[src/rtl/core/wsd_pkg.sv]
// shared types and constants of the websocket frame deframer
`timescale 1ns / 1ps

package wsd_pkg;

  // frame class codes
  localparam logic [1:0] CLS_FAIL    = 2'd0;
  localparam logic [1:0] CLS_CONT    = 2'd1;
  localparam logic [1:0] CLS_MESSAGE = 2'd2;
  localparam logic [1:0] CLS_CONTROL = 2'd3;

  // one result word travelling from the parser to the output stage
  typedef struct packed {
    logic [7:0] raw_byte;   // received octet, still masked
    logic [7:0] key_byte;   // mask octet to apply
    logic       data_valid;
    logic [3:0] opcode;
    logic       fin;
    logic [1:0] frame_class;
    logic       frame_end;
    logic       error;
  } wsd_item_t;

endpackage

[src/rtl/core/wsd_front.sv]
// header parser and classifier: turns received octets into result words
`timescale 1ns / 1ps

module wsd_front (
  input  logic               clk,
  input  logic               rst,
  input  logic               in_valid,
  output logic               in_stall,
  input  logic [7:0]         rx_byte,
  output logic               push,
  output wsd_pkg::wsd_item_t push_item,
  input  logic               queue_full
);

  localparam logic       PHASE_HEADER  = 1'b0;
  localparam logic       PHASE_PAYLOAD = 1'b1;
  localparam logic [6:0] LEN_CODE_16   = 7'd126;
  localparam logic [6:0] LEN_CODE_64   = 7'd127;
  localparam logic [3:0] MASK_OFF_7    = 4'd2;
  localparam logic [3:0] MASK_OFF_16   = 4'd4;
  localparam logic [3:0] MASK_OFF_64   = 4'd10;

  // frame class from header byte 0 and the open-fragment flag
  function automatic logic [1:0] classify(input logic [7:0] b0, input logic frag);
    logic [1:0] cls;
    cls = wsd_pkg::CLS_FAIL;
    if (b0 == 8'h88 || b0 == 8'h89 || b0 == 8'h8a) begin
      cls = wsd_pkg::CLS_CONTROL;
    end else if (!frag) begin
      if (b0 == 8'h01 || b0 == 8'h02) cls = wsd_pkg::CLS_CONT;
      else if (b0 == 8'h81 || b0 == 8'h82) cls = wsd_pkg::CLS_MESSAGE;
    end else begin
      if (b0 == 8'h00) cls = wsd_pkg::CLS_CONT;
      else if (b0 == 8'h80) cls = wsd_pkg::CLS_MESSAGE;
    end
    return cls;
  endfunction

  logic        phase, phase_next;
  logic [3:0]  header_count, header_count_next;
  logic [7:0]  first_byte, first_byte_next;
  logic [6:0]  short_length, short_length_next;
  logic [31:0] payload_length, payload_length_next;
  logic [31:0] mask_key, mask_key_next;
  logic [31:0] payload_index, payload_index_next;
  logic        frag_open, frag_open_next;
  logic        error_seen, error_seen_next;

  logic        accept;
  logic [1:0]  cls_now;
  logic [3:0]  mask_off;
  logic [7:0]  key_now;
  logic        last_byte;

  assign in_stall = queue_full;
  assign accept   = in_valid && !queue_full;
  assign cls_now  = classify(first_byte, frag_open);
  assign last_byte = ((payload_index + 32'd1) == payload_length);

  // where the masking key starts in the header
  always_comb begin
    if (short_length == LEN_CODE_16) mask_off = MASK_OFF_16;
    else if (short_length == LEN_CODE_64) mask_off = MASK_OFF_64;
    else mask_off = MASK_OFF_7;
  end

  // key octet for the current payload position
  always_comb begin
    case (payload_index[1:0])
      2'd0:    key_now = mask_key[31:24];
      2'd1:    key_now = mask_key[23:16];
      2'd2:    key_now = mask_key[15:8];
      default: key_now = mask_key[7:0];
    endcase
  end

  // parse state update and result word
  always_comb begin
    phase_next          = phase;
    header_count_next   = header_count;
    first_byte_next     = first_byte;
    short_length_next   = short_length;
    payload_length_next = payload_length;
    mask_key_next       = mask_key;
    payload_index_next  = payload_index;
    frag_open_next      = frag_open;
    error_seen_next     = error_seen;
    push                   = 1'b0;
    push_item.raw_byte     = 8'd0;
    push_item.key_byte     = 8'd0;
    push_item.data_valid   = 1'b0;
    push_item.opcode       = first_byte[3:0];
    push_item.fin          = first_byte[7];
    push_item.frame_class  = cls_now;
    push_item.frame_end    = 1'b1;
    push_item.error        = 1'b0;
    if (accept && !error_seen) begin
      if (phase == PHASE_PAYLOAD) begin
        push                 = 1'b1;
        push_item.raw_byte   = rx_byte;
        push_item.key_byte   = key_now;
        push_item.data_valid = 1'b1;
        push_item.frame_end  = last_byte;
        payload_index_next   = payload_index + 32'd1;
        if (last_byte) begin
          if (cls_now == wsd_pkg::CLS_CONT) frag_open_next = 1'b1;
          else if (cls_now == wsd_pkg::CLS_MESSAGE) frag_open_next = 1'b0;
          phase_next         = PHASE_HEADER;
          header_count_next  = 4'd0;
          payload_index_next = 32'd0;
        end
      end else if (header_count == 4'd0) begin
        first_byte_next   = rx_byte;
        header_count_next = 4'd1;
      end else if (header_count == 4'd1) begin
        short_length_next   = rx_byte[6:0];
        payload_length_next = (rx_byte[6:0] < LEN_CODE_16) ? {25'd0, rx_byte[6:0]} : 32'd0;
        header_count_next   = 4'd2;
      end else if (header_count < mask_off) begin
        payload_length_next = {payload_length[23:0], rx_byte};
        header_count_next   = header_count + 4'd1;
      end else begin
        mask_key_next = {mask_key[23:0], rx_byte};
        if (header_count < 4'(mask_off + 4'd3)) begin
          header_count_next = header_count + 4'd1;
        end else if (cls_now == wsd_pkg::CLS_FAIL) begin
          push              = 1'b1;
          push_item.error   = 1'b1;
          error_seen_next   = 1'b1;
          phase_next        = PHASE_HEADER;
          header_count_next = 4'd0;
        end else if (payload_length == 32'd0) begin
          push = 1'b1;
          if (cls_now == wsd_pkg::CLS_CONT) frag_open_next = 1'b1;
          else if (cls_now == wsd_pkg::CLS_MESSAGE) frag_open_next = 1'b0;
          phase_next         = PHASE_HEADER;
          header_count_next  = 4'd0;
          payload_index_next = 32'd0;
        end else begin
          phase_next         = PHASE_PAYLOAD;
          payload_index_next = 32'd0;
          header_count_next  = 4'd0;
        end
      end
    end
  end

  // parse state registers
  always_ff @(posedge clk) begin
    if (rst) begin
      phase          <= PHASE_HEADER;
      header_count   <= 4'd0;
      first_byte     <= 8'd0;
      short_length   <= 7'd0;
      payload_length <= 32'd0;
      mask_key       <= 32'd0;
      payload_index  <= 32'd0;
      frag_open      <= 1'b0;
      error_seen     <= 1'b0;
    end else begin
      phase          <= phase_next;
      header_count   <= header_count_next;
      first_byte     <= first_byte_next;
      short_length   <= short_length_next;
      payload_length <= payload_length_next;
      mask_key       <= mask_key_next;
      payload_index  <= payload_index_next;
      frag_open      <= frag_open_next;
      error_seen     <= error_seen_next;
    end
  end

endmodule

[src/rtl/core/wsd_queue.sv]
// short queue of result words between parser and output stage
`timescale 1ns / 1ps

module wsd_queue #(
  parameter int DEPTH = 4
) (
  input  logic               clk,
  input  logic               rst,
  input  logic               push,
  input  wsd_pkg::wsd_item_t push_item,
  output logic               full,
  input  logic               pop,
  output logic               not_empty,
  output wsd_pkg::wsd_item_t head_item
);

  localparam int AW = (DEPTH > 1) ? $clog2(DEPTH) : 1;
  localparam int CW = $clog2(DEPTH + 1);

  wsd_pkg::wsd_item_t slots [DEPTH];
  logic [AW-1:0] wr_ptr, rd_ptr;
  logic [CW-1:0] count;
  logic          do_push, do_pop;

  assign full      = (count == CW'(DEPTH));
  assign not_empty = (count != '0);
  assign head_item = slots[rd_ptr];
  assign do_push   = push && !full;
  assign do_pop    = pop && not_empty;

  // storage
  always_ff @(posedge clk) begin
    if (do_push) slots[wr_ptr] <= push_item;
  end

  // pointers and fill count
  always_ff @(posedge clk) begin
    if (rst) begin
      wr_ptr <= '0;
      rd_ptr <= '0;
      count  <= '0;
    end else begin
      if (do_push) wr_ptr <= (wr_ptr == AW'(DEPTH - 1)) ? '0 : wr_ptr + 1'b1;
      if (do_pop) rd_ptr <= (rd_ptr == AW'(DEPTH - 1)) ? '0 : rd_ptr + 1'b1;
      if (do_push && !do_pop) count <= count + 1'b1;
      else if (do_pop && !do_push) count <= count - 1'b1;
    end
  end

endmodule

[src/rtl/core/wsd_back.sv]
// output stage: unmasks the payload octet and holds the result word
`timescale 1ns / 1ps

module wsd_back (
  input  logic               clk,
  input  logic               rst,
  input  logic               not_empty,
  input  wsd_pkg::wsd_item_t head_item,
  output logic               pop,
  output logic               out_valid,
  input  logic               out_stall,
  output logic [7:0]         data_byte,
  output logic               data_valid,
  output logic [3:0]         frame_opcode,
  output logic               fin_flag,
  output logic [1:0]         frame_class,
  output logic               frame_end,
  output logic               error_flag
);

  assign pop = not_empty && (!out_valid || !out_stall);

  // output valid
  always_ff @(posedge clk) begin
    if (rst) begin
      out_valid <= 1'b0;
    end else if (!out_valid || !out_stall) begin
      out_valid <= not_empty;
    end
  end

  // output word
  always_ff @(posedge clk) begin
    if (pop) begin
      data_byte    <= head_item.raw_byte ^ head_item.key_byte;
      data_valid   <= head_item.data_valid;
      frame_opcode <= head_item.opcode;
      fin_flag     <= head_item.fin;
      frame_class  <= head_item.frame_class;
      frame_end    <= head_item.frame_end;
      error_flag   <= head_item.error;
    end
  end

endmodule

[src/rtl/core/websocket_frame_deframer_unit.sv]
// top level of the websocket frame deframer
`timescale 1ns / 1ps

// Receive-side websocket deframer. One octet is taken per clock unless in_stall
// is high; header octets (byte 0, length byte, optional 2- or 8-octet extended
// length, 4-octet key) are absorbed, and each payload octet comes out unmasked,
// so the sustained rate is one octet per cycle while out_stall is low. A short
// queue of QUEUE_DEPTH words sits between the parser and the output register;
// in_stall rises only when that queue is full. A result word passes through
// that queue and then the output register. Empty frames give one word with
// data_valid low; a frame of the fail class gives one word with error_flag high,
// after which all input is taken and dropped until reset.
module websocket_frame_deframer_unit #(
  parameter int QUEUE_DEPTH = 4
) (
  input  logic       clk,
  input  logic       rst,
  input  logic       in_valid,
  output logic       in_stall,
  input  logic [7:0] rx_byte,
  output logic       out_valid,
  input  logic       out_stall,
  output logic [7:0] data_byte,
  output logic       data_valid,
  output logic [3:0] frame_opcode,
  output logic       fin_flag,
  output logic [1:0] frame_class,
  output logic       frame_end,
  output logic       error_flag
);

  logic               push, full, pop, not_empty;
  wsd_pkg::wsd_item_t push_item, head_item;

  // header parser
  wsd_front u_front (
    .clk        (clk),
    .rst        (rst),
    .in_valid   (in_valid),
    .in_stall   (in_stall),
    .rx_byte    (rx_byte),
    .push       (push),
    .push_item  (push_item),
    .queue_full (full)
  );

  // result queue
  wsd_queue #(
    .DEPTH (QUEUE_DEPTH)
  ) u_queue (
    .clk       (clk),
    .rst       (rst),
    .push      (push),
    .push_item (push_item),
    .full      (full),
    .pop       (pop),
    .not_empty (not_empty),
    .head_item (head_item)
  );

  // output stage
  wsd_back u_back (
    .clk          (clk),
    .rst          (rst),
    .not_empty    (not_empty),
    .head_item    (head_item),
    .pop          (pop),
    .out_valid    (out_valid),
    .out_stall    (out_stall),
    .data_byte    (data_byte),
    .data_valid   (data_valid),
    .frame_opcode (frame_opcode),
    .fin_flag     (fin_flag),
    .frame_class  (frame_class),
    .frame_end    (frame_end),
    .error_flag   (error_flag)
  );

endmodule
[config.mk]
export PLATFORM = sky130hd
export DESIGN_NAME = websocket_frame_deframer_unit
export DESIGN_NICKNAME = d
export VERILOG_FILES = /design/src/rtl/core/wsd_pkg.sv /design/src/rtl/core/wsd_front.sv /design/src/rtl/core/wsd_queue.sv /design/src/rtl/core/wsd_back.sv /design/src/rtl/core/websocket_frame_deframer_unit.sv
export SDC_FILE = /design/constraint.sdc
export NUM_CORES = 1
export LEC_CHECK = 0
export BUFFER_PORTS_ARGS = -buffer_cell sky130_fd_sc_hd__clkbuf_2
export CAP_MARGIN = 30
export CORE_UTILIZATION = 25
export DETAILED_ROUTE_END_ITERATION = 10
export PLACE_DENSITY = 0.49
export SLEW_MARGIN = 20
export SYNTH_ARGS = -nofsm -noshare
export SYNTH_HDL_FRONTEND = slang
export SYNTH_SLANG_ARGS = --single-unit
[constraint.sdc]
create_clock -name clk -period 4.3 [get_ports clk]
set_input_delay 0.645 -clock clk [delete_from_list [all_inputs] [get_ports clk]]
set_output_delay 0.645 -clock clk [all_outputs]
set_load 0.005 [all_outputs]
==> results by group <==
Status
  – Outcome: finished, final reports clean

Clocking
  – Clock tree sinks: 250
  – CTS buffer count: 28
  – Post-CTS Resized: 0
  – Post-CTS Hold Fix Bufs: 0
  – Root Driver: clkbuf_16
  – Clock slew at reported path FFs: around 0.07 ns
  – H-Tree Depth: 1
  – CTS tree: yes
  – Setup Fix Bufs, Post-CTS: 0
  – CTS Buffer Depth: 3
  – Clk_lat worst skew: 0.56 ns

Timing
  – Worst-Margin Slew: 0.894 ns
  – Clock skew: 0.0161 ns
  – Hold Fails Final Rpt: 0
  – Fin crit share: 90.3%
  – WHS: 0.339 ns
  – Unrepaired setup endpoints after global routing: false
  – Minimum clock period: 3.88 ns
  – Slew margin rel.: between 40 and 50%
  – Final setup viols: 0
  – Max Fclk: roughly 0.26 GHz
  – Slew Viols, Final: 0
  – Setup TNS: 0 ns

Setup path
  – Element type at the critical path start: flop
  – CP startpoint: u_front.payload_index[0]
  – Worst-path fanout max: 26
  – Req. time, crit path: 4.76 ns
  – Worst R2R Start: u_front.payload_index[0]
  – Critical Path AT: 4.34 ns
  – Kind of critical path: reg2reg
  – Crit end category: flop

Synth
  – Simple-Gate Fraction of Synth Area: 18.2%
  – Mapped Area: ~0.011 mm^2
  – Compound-Gate Fraction of Synth Area: 10.8%
  – Largest area contributor in the netlist: edfxtp_1
  – Most common library cells after synthesis: 158 x nand2_1, 128 x dfxtp_1, 122 x edfxtp_1
  – Main area contributors after synthesis: edfxtp_1 32%, dfxtp_1 23%, nand2_1 5.2%, a21oi_1 4.2%, xor2_1 3.9%
  – Post-synthesis sequential area ratio: a little over half
  – Post-synth ARST share: 0%
  – Largest family of logic cells by synthesized area: simple AND/OR/NAND/NOR gates
  – Adder-cell share of the synthesized area: 2.05%
  – Number of flops mapped to enable cells by yosys: 122
  – Synth Instances: 1080
  – Xor/xnor share of the synthesized area: 6.02%
  – Yosys Warn Count: 0
  – Syn_nets: 1110
  – Post-Syn Area per Cell: 10.5 um^2
  – Seq cells post-synth: 250
  – Synth top area share: between 30% and 40%
  – Yosys cell types: 73
  – Mux contribution to synthesized area: 4.81%
  – Synth Flop Type: dfxtp_1
  – Count leader, synth: nand2_1

Final layout
  – Share of cells above drive strength 1: 13.4%
  – Antenna cells: 0
  – Area delta synth->final: 16.4%
  – Area occupied by multi-input gates: 0.00477 mm^2
  – Cell area after layout: 0.0132 mm^2
  – Register area: just over 0.006 mm^2
  – Filler instances: 4600
  – NumNets Final: approximately 1100
  – Final Util: about 30%

Detailed routing
  – Drt total wl: 28.0 mm
  – Post-DR vias/cell: about 4.7
  – Router iterations before antenna repair: 5
  – DRC: 0
  – Wire length on met1: 13.2 mm
  – Vias: 8136
  – Top sig layer: met4
  – DR WL/cell: approximately 16 um
  – Routed met2 length: 13.0 mm
  – Met3 wire length: 954 um
  – Post-route ant nets: 0
  – 1st-iter DRT viols: 630

Die
  – Die Y: 215 um
  – Core area: 0.0445 mm^2
  – Top Ports: 32
  – Row Count: 77
  – Initial Util: between 20 and 30%
  – Die width: 215 um
  – Die area: 0.0462 mm^2

GRT
  – Gr ovfl total: 0
  – Largest net degree at the start of global routing: 71
  – Total track usage: 12.0%
  – Initial antenna violation count: 0
  – Number of global-route vias before repair: 8012
  – First-pass GRT wire length: 45.2 mm

Place
  – Routability cong.: 0.822
  – Buffers on Ports: 31
  – Placement Cell Area: 0.0122 mm^2
  – Dpl hpwl: 18.4 mm

Hold path
  – Min-delay src: out_stall
  – Tightest Hold Check Type: in2reg

Job
  – Max-cap violations: 0

Pwr
  – Leak: 4.61 nW
  – Max VDD drop: 0.000288 V
  – Power per cell area: 463 mW/mm^2
==> area by class of cell <==
| type | count | area share [%] |
|---|---|---|
| clock buffer | 34 | 5.70 |
| clock inverter | 18 | 2.02 |
| inverter | 21 | 0.597 |
| multi-input combinational | 740 | 36.1 |
| sequential | 250 | 47.2 |
| tap | 592 | 5.61 |
| timing repair buffer | 58 | 2.79 |
==> path summary, 6_finish.rpt <==
| path | end | slack (ns) | depth (start not counted) |
|---|---|---|---|
| max | u_front.payload_index[2] | 0.42 | 11 |
| min | u_back.out_valid | 0.34 | 3 |
| max reg2reg | u_front.payload_index[2] | 0.42 | 11 |
| min reg2reg | u_front.mask_key[24] | 0.45 | 2 |
==> where the power goes <==
part / total, mW / switching [mW] / internal (mW) / leakage, nW
registers: 2.79 / 0.128 / 2.66 / 2.24
logic: 0.717 / 0.418 / 0.299 / 1.87
clock network: 2.61 / 0.997 / 1.61 / 0.503
==> through the flow <==
step	instances	worst slack [ns]	total power, mW
floorplan	1080	0.784	3.30
global placement	1659	0.462	3.56
detailed placement	1660	0.418	3.58
CTS	1712	0.388	6.19
global route	1713	0.199	6.38
finish	1713	0.418	6.12
==> worst max-delay path, cell delays in order (launching register included) <==
cell and delay, ns:
dfxtp_1 0.45, ha_1 0.26, buf_4 0.29, and3_2 0.28, and3_1 0.23, nor3b_1 0.28, o221ai_1 0.16, or4b_4 0.56
or4_4 0.61, nand3_4 0.32, o21ai_0 0.12, a21bo_1 0.21
==> sequential cells by signal (all words and copies together) (netlist names), 2 cells and up, named ones only <==
name / cells
u_queue.slots: 104
u_front.mask_key: 32
u_front.payload_index: 32
u_front.payload_length: 32
u_back.data_byte: 8
u_front.first_byte: 8
u_front.short_length: 7
u_back.frame_opcode: 4
u_front.header_count: 4
u_queue.count: 3
u_back.frame_class: 2
u_queue.rd_ptr: 2
u_queue.wr_ptr: 2
==> cells by family (layout without fill, tap and decap cells) <==
| kind of cell | count (synthesis) | count (layout) |
|---|---|---|
| AND/OR/NAND/NOR | 419 | 419 |
| flip-flops | 250 | 250 |
| AO/OA/AOI/OAI | 193 | 193 |
| buffers and inverters | 90 | 131 |
| XOR/XNOR | 78 | 78 |
| multiplexers | 32 | 32 |
| adder cells (fa/ha/maj) | 18 | 18 |
==> placed cells by master, fill, tap and decap left out, types with 6 or more instances in the layout <==
master     Yosys  routed
xnor2_1       28      28
edfxtp_1     122     122
buf_4          2      27
nand3_1       67      67
a31oi_1       11      11
xor2_1        50      50
nor3_1        14      14
nand4_1       23      23
o31ai_1       10      10
ha_1          17      17
nor2_1        65      63
clkbuf_2       1      30
mux4_2        18      18
and2_1         9       9
clkbuf_16      0      28
bufinv_16      0       6
a21oi_1       96      96
inv_1         21      21
o311ai_1       6       6
dfxtp_1      128     127
mux2i_1       14      14
or3_1          6       6
nor4_1        14      14
o21ai_0       20      20
a21o_1         6       6
clkinv_2       0       9
and3_1        19      19
a222oi_1       8       8
and4_1         6       6
nand2_1      158     158
==> layer usage <==
| layer | up-vias | global-route usage, % |
|---|---|---|
| li1 | 3968 | - |
| met1 | 3978 | 16.4 |
| met2 | 142 | 19.6 |
| met3 | 48 | 1.68 |
| met4 | 0 | 3.71 |
| met5 | - | 0 |
(Power assumes the default switching activity.)
